`src/rtl/assert_macros.svh`:
```
// ----------------------------------------------------------------------------
// Assertion macros
// Shared concurrent assertion wrappers; defining ASSERT_OFF removes them.
// ----------------------------------------------------------------------------
`ifndef ASSERT_MACROS_SVH
`define ASSERT_MACROS_SVH

`ifndef ASSERT_OFF

// Property must hold at every rising edge outside reset.
`define ASSERT_CLK(lbl, clk, rst_n, prop) \
  lbl: assert property (@(posedge clk) disable iff (!rst_n) (prop)) \
    else $error("assertion failed");

// Expression must never be true outside reset.
`define ASSERT_NEVER(lbl, clk, rst_n, expr) \
  lbl: assert property (@(posedge clk) disable iff (!rst_n) !(expr)) \
    else $error("forbidden condition seen");

`else

`define ASSERT_CLK(lbl, clk, rst_n, prop)
`define ASSERT_NEVER(lbl, clk, rst_n, expr)

`endif

`endif

```
`src/rtl/hps_pkg.sv`:
```
// ----------------------------------------------------------------------------
// hps_pkg
// Widths, codes and state encoding for the Hamiltonian path search block.
// ----------------------------------------------------------------------------
package hps_pkg;

  // Field widths of the stream words.
  localparam int MODE_W      = 2;
  localparam int VTX_W       = 4;
  localparam int CNT_W       = 5;
  localparam int IN_TDATA_W  = 16;
  localparam int OUT_TDATA_W = 8;

  // Default sizes of the graph store.
  localparam int DEF_MAX_VERTS  = 16;
  localparam int DEF_MAX_DEGREE = 16;

  // Operation codes carried in the mode field.
  typedef enum logic [MODE_W-1:0] {
    MODE_CLEAR  = 2'd0,
    MODE_APPEND = 2'd1,
    MODE_SEARCH = 2'd2,
    MODE_NONE   = 2'd3
  } mode_t;

  // Sequencer states.
  typedef enum logic [3:0] {
    S_IDLE,
    S_APPEND,
    S_START,
    S_DEG,
    S_CHECK,
    S_NBR,
    S_POP,
    S_NONE,
    S_EMIT_RD,
    S_EMIT_WR
  } state_t;

endpackage

```
`src/rtl/hamiltonian_path_search_top.sv`:
```
// ----------------------------------------------------------------------------
// hamiltonian_path_search_top
// Directed graph store with a depth-first backtracking Hamiltonian path search.
//
// Channel   Direction  Handshake          Contents
// in_*      slave      tvalid/tready      command word: mode, edge or count
// out_*     master     tvalid/tready      path word, tlast on the final word
//
// Clear empties every list; an edge append reads the degree, then writes.
// A search opens each start vertex with a degree read, tries each
// neighbour with a neighbour read and backtracks with a stack read, as
// the neighbour, degree and stack memories have registered reads; emitting
// a path reads one stack frame per word, then sends the top as the final
// word. Reset is synchronous and active low and empties every list at once.
// A stalled output holds its word; a new command is taken while the final
// word still waits to be accepted.
// ----------------------------------------------------------------------------
`include "assert_macros.svh"

module hamiltonian_path_search_top #(
  parameter int MAX_VERTS  = hps_pkg::DEF_MAX_VERTS,
  parameter int MAX_DEGREE = hps_pkg::DEF_MAX_DEGREE
) (
  input  logic                            clk,
  input  logic                            rst_n,
  input  logic                            in_tvalid,
  output logic                            in_tready,
  // Fields from bit 0: mode[1:0], vertex[5:2], neighbor[9:6], vertex_count[14:10].
  input  logic [hps_pkg::IN_TDATA_W-1:0]  in_tdata,
  output logic                            out_tvalid,
  input  logic                            out_tready,
  // Fields from bit 0: found[0], path_vertex[4:1].
  output logic [hps_pkg::OUT_TDATA_W-1:0] out_tdata,
  output logic                            out_tlast
);

  import hps_pkg::*;

  localparam int ROW_W    = $clog2(MAX_VERTS);
  localparam int XW       = (ROW_W > VTX_W) ? ROW_W : VTX_W;
  localparam int NW       = ($clog2(MAX_VERTS + 1) > CNT_W) ? $clog2(MAX_VERTS + 1) : CNT_W;
  localparam int DEG_W    = $clog2(MAX_DEGREE + 1);
  localparam int NBR_DEPTH = MAX_VERTS * MAX_DEGREE;
  localparam int NA_W     = $clog2(NBR_DEPTH);

  typedef struct packed {
    logic [XW-1:0]    vtx;
    logic [DEG_W-1:0] slot;
    logic [DEG_W-1:0] deg;
  } stk_ent_t;

  // Row of a vertex in the per-vertex stores.
  function automatic logic [ROW_W-1:0] row_of(input logic [XW-1:0] x);
    return x[ROW_W-1:0];
  endfunction

  // Address of one slot of one neighbour list.
  function automatic logic [NA_W-1:0] nbr_addr(input logic [XW-1:0] x,
                                               input logic [DEG_W-1:0] s);
    return NA_W'(row_of(x)) * NA_W'(MAX_DEGREE) + NA_W'(s);
  endfunction

  // Input word fields.
  logic [MODE_W-1:0] in_mode;
  logic [VTX_W-1:0]  in_vertex;
  logic [VTX_W-1:0]  in_neighbor;
  logic [CNT_W-1:0]  in_count;
  logic              in_acc;

  assign in_mode     = in_tdata[1:0];
  assign in_vertex   = in_tdata[5:2];
  assign in_neighbor = in_tdata[9:6];
  assign in_count    = in_tdata[14:10];
  assign in_acc      = in_tvalid && in_tready;

  // Control and payload registers.
  state_t           state_r, state_nxt;
  logic [NW-1:0]    d_r, d_nxt;
  logic [NW-1:0]    n_r, n_nxt;
  logic [NW-1:0]    start_r, start_nxt;
  logic [NW-1:0]    k_r, k_nxt;
  logic [XW-1:0]    top_r, top_nxt;
  logic [DEG_W-1:0] slot_r, slot_nxt;
  logic [DEG_W-1:0] tdeg_r, tdeg_nxt;
  logic [XW-1:0]    v_r, v_nxt;
  logic [VTX_W-1:0] w_r, w_nxt;
  logic [MAX_VERTS-1:0] vis_r, vis_nxt;
  logic [MAX_VERTS-1:0] deg_vld_r;
  logic             out_valid_r, out_valid_nxt;
  logic             out_found_r, out_found_nxt;
  logic [VTX_W-1:0] out_vtx_r, out_vtx_nxt;
  logic             out_last_r, out_last_nxt;

  // Memories and their ports.
  logic [VTX_W-1:0] nbr_mem [NBR_DEPTH];
  logic             nbr_we, nbr_re;
  logic [NA_W-1:0]  nbr_waddr, nbr_raddr;
  logic [VTX_W-1:0] nbr_rd_r;

  logic [DEG_W-1:0] deg_mem [MAX_VERTS];
  logic             deg_we, deg_re, deg_clr;
  logic [ROW_W-1:0] deg_waddr, deg_raddr;
  logic [DEG_W-1:0] deg_wdata, deg_rd_r;
  logic             deg_rv_r;

  stk_ent_t         stk_mem [MAX_VERTS];
  logic             stk_we, stk_re;
  logic [ROW_W-1:0] stk_waddr, stk_raddr;
  stk_ent_t         stk_wdata, stk_rd_r;

  // Derived values.
  logic [DEG_W-1:0] deg_eff;
  logic [XW-1:0]    u_x;
  logic             u_ok;
  logic             out_free;
  logic [NW-1:0]    n_sat;

  assign deg_eff  = deg_rv_r ? deg_rd_r : '0;
  assign u_x      = XW'(nbr_rd_r);
  assign u_ok     = (NW'(nbr_rd_r) < n_r) && !vis_r[row_of(u_x)];
  assign out_free = !out_valid_r || out_tready;
  assign n_sat    = (int'(in_count) > MAX_VERTS) ? NW'(MAX_VERTS) : NW'(in_count);

  // Neighbour list memory.
  always_ff @(posedge clk) begin
    if (nbr_we) begin
      nbr_mem[nbr_waddr] <= w_r;
    end
    if (nbr_re) begin
      nbr_rd_r <= nbr_mem[nbr_raddr];
    end
  end

  // Degree memory; an entry without its valid bit reads as zero.
  always_ff @(posedge clk) begin
    if (deg_we) begin
      deg_mem[deg_waddr] <= deg_wdata;
    end
    if (deg_re) begin
      deg_rd_r <= deg_mem[deg_raddr];
      deg_rv_r <= deg_vld_r[deg_raddr];
    end
  end

  always_ff @(posedge clk) begin
    if (!rst_n) begin
      deg_vld_r <= '0;
    end else if (deg_clr) begin
      deg_vld_r <= '0;
    end else if (deg_we) begin
      deg_vld_r[deg_waddr] <= 1'b1;
    end
  end

  // Search stack memory: one frame per level below the current top.
  always_ff @(posedge clk) begin
    if (stk_we) begin
      stk_mem[stk_waddr] <= stk_wdata;
    end
    if (stk_re) begin
      stk_rd_r <= stk_mem[stk_raddr];
    end
  end

  // State and control registers.
  always_ff @(posedge clk) begin
    if (!rst_n) begin
      state_r     <= S_IDLE;
      vis_r       <= '0;
      out_valid_r <= 1'b0;
    end else begin
      state_r     <= state_nxt;
      vis_r       <= vis_nxt;
      out_valid_r <= out_valid_nxt;
    end
  end

  // Payload registers.
  always_ff @(posedge clk) begin
    d_r         <= d_nxt;
    n_r         <= n_nxt;
    start_r     <= start_nxt;
    k_r         <= k_nxt;
    top_r       <= top_nxt;
    slot_r      <= slot_nxt;
    tdeg_r      <= tdeg_nxt;
    v_r         <= v_nxt;
    w_r         <= w_nxt;
    out_found_r <= out_found_nxt;
    out_vtx_r   <= out_vtx_nxt;
    out_last_r  <= out_last_nxt;
  end

  // Sequencer: next state, memory controls and output word.
  always_comb begin
    state_nxt     = state_r;
    d_nxt         = d_r;
    n_nxt         = n_r;
    start_nxt     = start_r;
    k_nxt         = k_r;
    top_nxt       = top_r;
    slot_nxt      = slot_r;
    tdeg_nxt      = tdeg_r;
    v_nxt         = v_r;
    w_nxt         = w_r;
    vis_nxt       = vis_r;
    out_valid_nxt = out_valid_r && !out_tready;
    out_found_nxt = out_found_r;
    out_vtx_nxt   = out_vtx_r;
    out_last_nxt  = out_last_r;
    in_tready     = 1'b0;
    nbr_we        = 1'b0;
    nbr_re        = 1'b0;
    nbr_waddr     = nbr_addr(v_r, deg_eff);
    nbr_raddr     = nbr_addr(top_r, slot_r);
    deg_we        = 1'b0;
    deg_re        = 1'b0;
    deg_clr       = 1'b0;
    deg_waddr     = row_of(v_r);
    deg_wdata     = deg_eff + 1'b1;
    deg_raddr     = row_of(XW'(in_vertex));
    stk_we        = 1'b0;
    stk_re        = 1'b0;
    stk_waddr     = d_r[ROW_W-1:0];
    stk_wdata     = '{vtx: top_r, slot: slot_r, deg: tdeg_r};
    stk_raddr     = k_r[ROW_W-1:0];

    case (state_r)
      S_IDLE: begin
        in_tready = 1'b1;
        if (in_acc) begin
          case (in_mode)
            MODE_CLEAR: begin
              deg_clr = 1'b1;
            end
            MODE_APPEND: begin
              if (int'(in_vertex) < MAX_VERTS) begin
                deg_re    = 1'b1;
                v_nxt     = XW'(in_vertex);
                w_nxt     = in_neighbor;
                state_nxt = S_APPEND;
              end
            end
            MODE_SEARCH: begin
              n_nxt     = n_sat;
              start_nxt = '0;
              state_nxt = S_START;
            end
            default: begin
            end
          endcase
        end
      end

      // Append to the list unless it is already full.
      S_APPEND: begin
        if (deg_eff < DEG_W'(MAX_DEGREE)) begin
          nbr_we = 1'b1;
          deg_we = 1'b1;
        end
        state_nxt = S_IDLE;
      end

      // Open a search from the next start vertex, or give up.
      S_START: begin
        if (start_r == n_r) begin
          state_nxt = S_NONE;
        end else begin
          vis_nxt                       = '0;
          vis_nxt[row_of(XW'(start_r))] = 1'b1;
          d_nxt                         = '0;
          top_nxt                       = XW'(start_r);
          slot_nxt                      = '0;
          deg_re                        = 1'b1;
          deg_raddr                     = row_of(XW'(start_r));
          state_nxt                     = S_DEG;
        end
      end

      S_DEG: begin
        tdeg_nxt  = deg_eff;
        state_nxt = S_CHECK;
      end

      // Path complete, try the next neighbour, or backtrack.
      S_CHECK: begin
        if (d_r + 1'b1 == n_r) begin
          k_nxt     = '0;
          state_nxt = S_EMIT_RD;
        end else if (slot_r < tdeg_r) begin
          nbr_re    = 1'b1;
          slot_nxt  = slot_r + 1'b1;
          state_nxt = S_NBR;
        end else begin
          vis_nxt[row_of(top_r)] = 1'b0;
          if (d_r == '0) begin
            start_nxt = start_r + 1'b1;
            state_nxt = S_START;
          end else begin
            stk_re    = 1'b1;
            stk_raddr = ROW_W'(d_r - 1'b1);
            d_nxt     = d_r - 1'b1;
            state_nxt = S_POP;
          end
        end
      end

      // Descend into the neighbour if it is in range and not yet on the path.
      S_NBR: begin
        if (u_ok) begin
          vis_nxt[row_of(u_x)] = 1'b1;
          stk_we               = 1'b1;
          d_nxt                = d_r + 1'b1;
          top_nxt              = u_x;
          slot_nxt             = '0;
          deg_re               = 1'b1;
          deg_raddr            = row_of(u_x);
          state_nxt            = S_DEG;
        end else begin
          state_nxt = S_CHECK;
        end
      end

      S_POP: begin
        top_nxt   = stk_rd_r.vtx;
        slot_nxt  = stk_rd_r.slot;
        tdeg_nxt  = stk_rd_r.deg;
        state_nxt = S_CHECK;
      end

      // No path: a single empty word.
      S_NONE: begin
        if (out_free) begin
          out_valid_nxt = 1'b1;
          out_found_nxt = 1'b0;
          out_vtx_nxt   = '0;
          out_last_nxt  = 1'b1;
          state_nxt     = S_IDLE;
        end
      end

      // Stack frames first, then the current top as the final word.
      S_EMIT_RD: begin
        if (k_r == d_r) begin
          if (out_free) begin
            out_valid_nxt = 1'b1;
            out_found_nxt = 1'b1;
            out_vtx_nxt   = top_r[VTX_W-1:0];
            out_last_nxt  = 1'b1;
            state_nxt     = S_IDLE;
          end
        end else begin
          stk_re    = 1'b1;
          state_nxt = S_EMIT_WR;
        end
      end

      S_EMIT_WR: begin
        if (out_free) begin
          out_valid_nxt = 1'b1;
          out_found_nxt = 1'b1;
          out_vtx_nxt   = stk_rd_r.vtx[VTX_W-1:0];
          out_last_nxt  = 1'b0;
          k_nxt         = k_r + 1'b1;
          state_nxt     = S_EMIT_RD;
        end
      end

      default: begin
        state_nxt = S_IDLE;
      end
    endcase
  end

  // Output word.
  assign out_tvalid = out_valid_r;
  assign out_tlast  = out_last_r;
  assign out_tdata  = OUT_TDATA_W'({out_vtx_r, out_found_r});

  // Checks on the search state.
  `ASSERT_CLK(a_vis_matches_depth, clk, rst_n,
    (state_r == S_CHECK) |-> ($countones(vis_r) == int'(d_r) + 1))
  `ASSERT_NEVER(a_depth_below_count, clk, rst_n,
    (state_r == S_CHECK) && (d_r >= n_r))
  `ASSERT_CLK(a_emit_full_path, clk, rst_n,
    (state_r == S_EMIT_RD || state_r == S_EMIT_WR) |-> (d_r + 1'b1 == n_r))

endmodule
```
`config.mk`:
```
export PLATFORM = sky130hd
export DESIGN_NAME = hamiltonian_path_search_top
export DESIGN_NICKNAME = d
export VERILOG_FILES = /design/src/rtl/hps_pkg.sv /design/src/rtl/hamiltonian_path_search_top.sv
export VERILOG_INCLUDE_DIRS = /design/src /design/src/rtl
export SDC_FILE = /design/constraint.sdc
export NUM_CORES = 2
export LEC_CHECK = 0
export BUFFER_PORTS_ARGS = -buffer_cell sky130_fd_sc_hd__buf_2
export CORE_MARGIN = 1.5
export CORE_UTILIZATION = 63
export CTS_BUF_LIST = sky130_fd_sc_hd__clkbuf_16
export DETAILED_ROUTE_END_ITERATION = 8
export PLACE_DENSITY = 0.76
export SKIP_LAST_GASP = 1
export SLEW_MARGIN = 20
export SYNTH_ARGS = -nofsm -noshare
export SYNTH_HDL_FRONTEND = slang
export SYNTH_SLANG_ARGS = --single-unit
```
`constraint.sdc`:
```
create_clock -name clk -period 5.69 [get_ports clk]
set_input_delay 1.138 -clock clk [delete_from_list [all_inputs] [get_ports clk]]
set_output_delay 1.138 -clock clk [all_outputs]
set_load 0.05 [all_outputs]
```
==> impl_metrics.json <==
{
  "status": "finished clean",
  "first_pass_iters": 7,
  "worstPathArrival_ns": 4.99,
  "hold_buffers": 0,
  "netlist_area_um2": 57900,
  "core_um2": 91400,
  "yosys_warnings": 0,
  "drt_iter0_drc": 3588,
  "post-route-drc-count": 0,
  "combPwrFrac": 0.024,
  "relSlewSlack": 0.215,
  "cts_htree_levels": 4,
  "clockBufferDepth": 3,
  "synthFlopType": "edfxtp_1",
  "tritoncts": "yes",
  "cp.required_ns": 6.16,
  "synth_enable_flop_cells": 1400,
  "die_y_um": 306,
  "cts_root_buf": "clkbuf_16",
  "reg2reg_slack_ns": 1.17,
  "p_leak_nw": 20.8,
  "fp.dieArea_um2": 93800,
  "clk_latency_ns": 0.76,
  "finClkSkew_ns": 0.0242,
  "rows": 111,
  "numPortBuffers": 26,
  "drive_above_1_share": 0.203,
  "numClockSinks": 1437,
  "via_per_inst": 6.76,
  "ys_types": 67,
  "pin_count": 31,
  "chipWidth_um": 306,
  "max_freq_ghz": 0.221,
  "cap_violations": 0,
  "hp-class": "reg2reg",
  "grt_start_max_net_pins": 256,
  "seq_power_share": 0.547,
  "path_class": "reg2reg",
  "hold_violations": 0,
  "grt_pass1_vias": 30617,
  "internal_power_mw": 16.9,
  "dp_hpwl_mm": 73.2,
  "ys_seq_area_frac": 0.738,
  "period_minus_slack_ns": 4.52,
  "clkTransAtPathRegs_ns": 0.06,
  "async_flop_share": 0,
  "fin_util": 0.701,
  "tns_ns": 0,
  "antenna_cells": 0,
  "cp_max_fo": 112,
  "ant_nets": 0,
  "wl_per_cell_um": 29.2,
  "num-nets-final": 3167,
  "netlist_instances": 3060,
  "p_per_area_nw_per_um2": 331,
  "p_sw_frac": 0.202,
  "ir_drop_v": 0.000335,
  "cts_setup_buffers": 0,
  "grt.overflow.total": 0,
  "synth-seq-cells": 1437,
  "dp_cells": 4160,
  "post_cts_resized": 0,
  "switching_power_mw": 4.27,
  "antenna_found_initial": 2,
  "via_count": 29863,
  "globalplace.congestion": 0.865,
  "nFillCells": 5372,
  "start_util": 0.634,
  "whs_ns": 0.466,
  "startpoint_type": "flip-flop",
  "cts_buffers": 141,
  "rsz0062_at_grt": "no",
  "wl_mm": 129,
  "instances_no_fill": 4416,
  "area_growth_pct": 10.5,
  "setup_viol": 0,
  "grt_pass1_wl_mm": 193,
  "worstSetupEndpointType": "flip-flop",
  "gr-usage-all-layers": 0.282,
  "slew_viol_final": 0,
  "avgSynthCellArea_um2": 18.9,
  "post-route-period-util": 0.795,
  "clkPwrFrac": 0.429,
  "tightestPinTransition_ns": 1.18
}
## cells in the final DEF, fill, tap and decap left out, drive strengths merged, types with 20 or more instances in the layout
master / count
nand3: 52
dfxtp: 37
ha: 29
clkbuf: 144
edfxtp: 1400
a21oi: 25
xnor2: 25
nor3: 31
clkinv: 50
mux2i: 157
o21ai: 33
buf: 93
mux4: 338
nand2: 76
o22ai: 79
nor2: 352
or4: 20
inv: 78
## worst max-delay path, cell delays in order, from the launching register on
cell and delay (ns):
edfxtp_1 0.60, inv_1 0.25, ha_1 0.45, xor2_1 0.18, nor2_1 0.10, nand4_1 0.27, nand3_2 0.42, mux2i_4 0.33
buf_12 0.57, mux2i_1 0.31, o22ai_1 0.10, or4_1 0.55
## path summary, 6_finish.rpt
| check | start | to | cells after the start |
|---|---|---|---|
| max | d_r[0] | stk_rd_r[7] | 11 |
| min | deg_vld_r[14] | deg_vld_r[14] | 1 |
| max reg2reg | d_r[0] | stk_rd_r[7] | 11 |
| min reg2reg | deg_vld_r[14] | deg_vld_r[14] | 1 |
## stage by stage
| stage | instance area [um^2] | power [mW] | worst slack [ns] |
|---|---|---|---|
| finish | 64000 | 21.2 | 1.17 |
| global route | 64000 | 21.7 | 0.923 |
| CTS | 64000 | 21.3 | 1.19 |
| detailed placement | 59500 | 12.3 | 1.20 |
| floorplan | 58000 | 12.1 | 1.64 |
| global placement | 59500 | 12.3 | 1.30 |
## flip-flops by register name, summed over array words and instances, names as in the netlist, 5 cells and up
signal / cells
d_r: 5
deg_mem: 80
deg_vld_r: 16
k_r: 5
slot_r: 5
n_r: 5
start_r: 5
nbr_mem: 1024
stk_mem: 224
tdeg_r: 5
deg_rd_r: 5
stk_rd_r: 14
vis_r: 16
## synth_stat cells (17+ instances only)
cell type,instances,share of area
nor2b_1,18,0.0019
mux2i_1,157,0.027
dfxtp_1,37,0.013
nand3_1,51,0.0044
nor2_1,352,0.023
o21ai_0,32,0.0028
nor3_1,29,0.0025
clkbuf_1,115,0.0074
xnor2_1,25,0.0038
a31oi_1,17,0.0018
or4_1,20,0.0026
nand2_1,76,0.0049
inv_1,34,0.0022
o21a_1,17,0.0022
buf_1,36,0.0023
mux4_2,338,0.13
ha_1,29,0.0063
edfxtp_1,1400,0.73
a21oi_1,25,0.0022
o22ai_1,79,0.0085
## area by class of cell
type,count,area (um^2),share of cell area
Inverter,35,131,0.00205
Multi-Input combinational cell,1410,14400,0.224
Timing Repair Buffer,93,766,0.0120
Sequential cell,1437,42800,0.668
Tap cell,1186,1480,0.0232
Clock buffer,144,3600,0.0563
Clock inverter,111,898,0.0140
## per-layer routing
layer	up-vias	routed length, um	GRT usage
met5	-	12	0
met4	2	4720	0.107
met3	317	10900	0.0496
met2	1597	64800	0.467
li1	12512	-	-
met1	15435	48700	0.380
## cells by family after synthesis
logic type / Yosys count / synth area share
buffers and inverters: 215 / 0.0155
XOR/XNOR: 40 / 0.00605
adder cells (fa/ha/maj): 29 / 0.00626
flip-flops: 1437 / 0.738
AO/OA/AOI/OAI: 241 / 0.0281
multiplexers: 507 / 0.161
AND/OR/NAND/NOR: 590 / 0.0448
other: 1 / 0.0000647
## power by group through the flow
| stage | registers, mW | clock network, mW | logic (mW) |
|---|---|---|---|
| global route | 11.6 | 9.56 | 0.546 |
| floorplan | 11.8 | 0 | 0.315 |
| CTS | 11.6 | 9.17 | 0.513 |
| global placement | 11.8 | 0 | 0.490 |
| detailed placement | 11.8 | 0 | 0.507 |
| finish | 11.6 | 9.08 | 0.516 |
No activity file was read; power rests on OpenSTA's default activity.
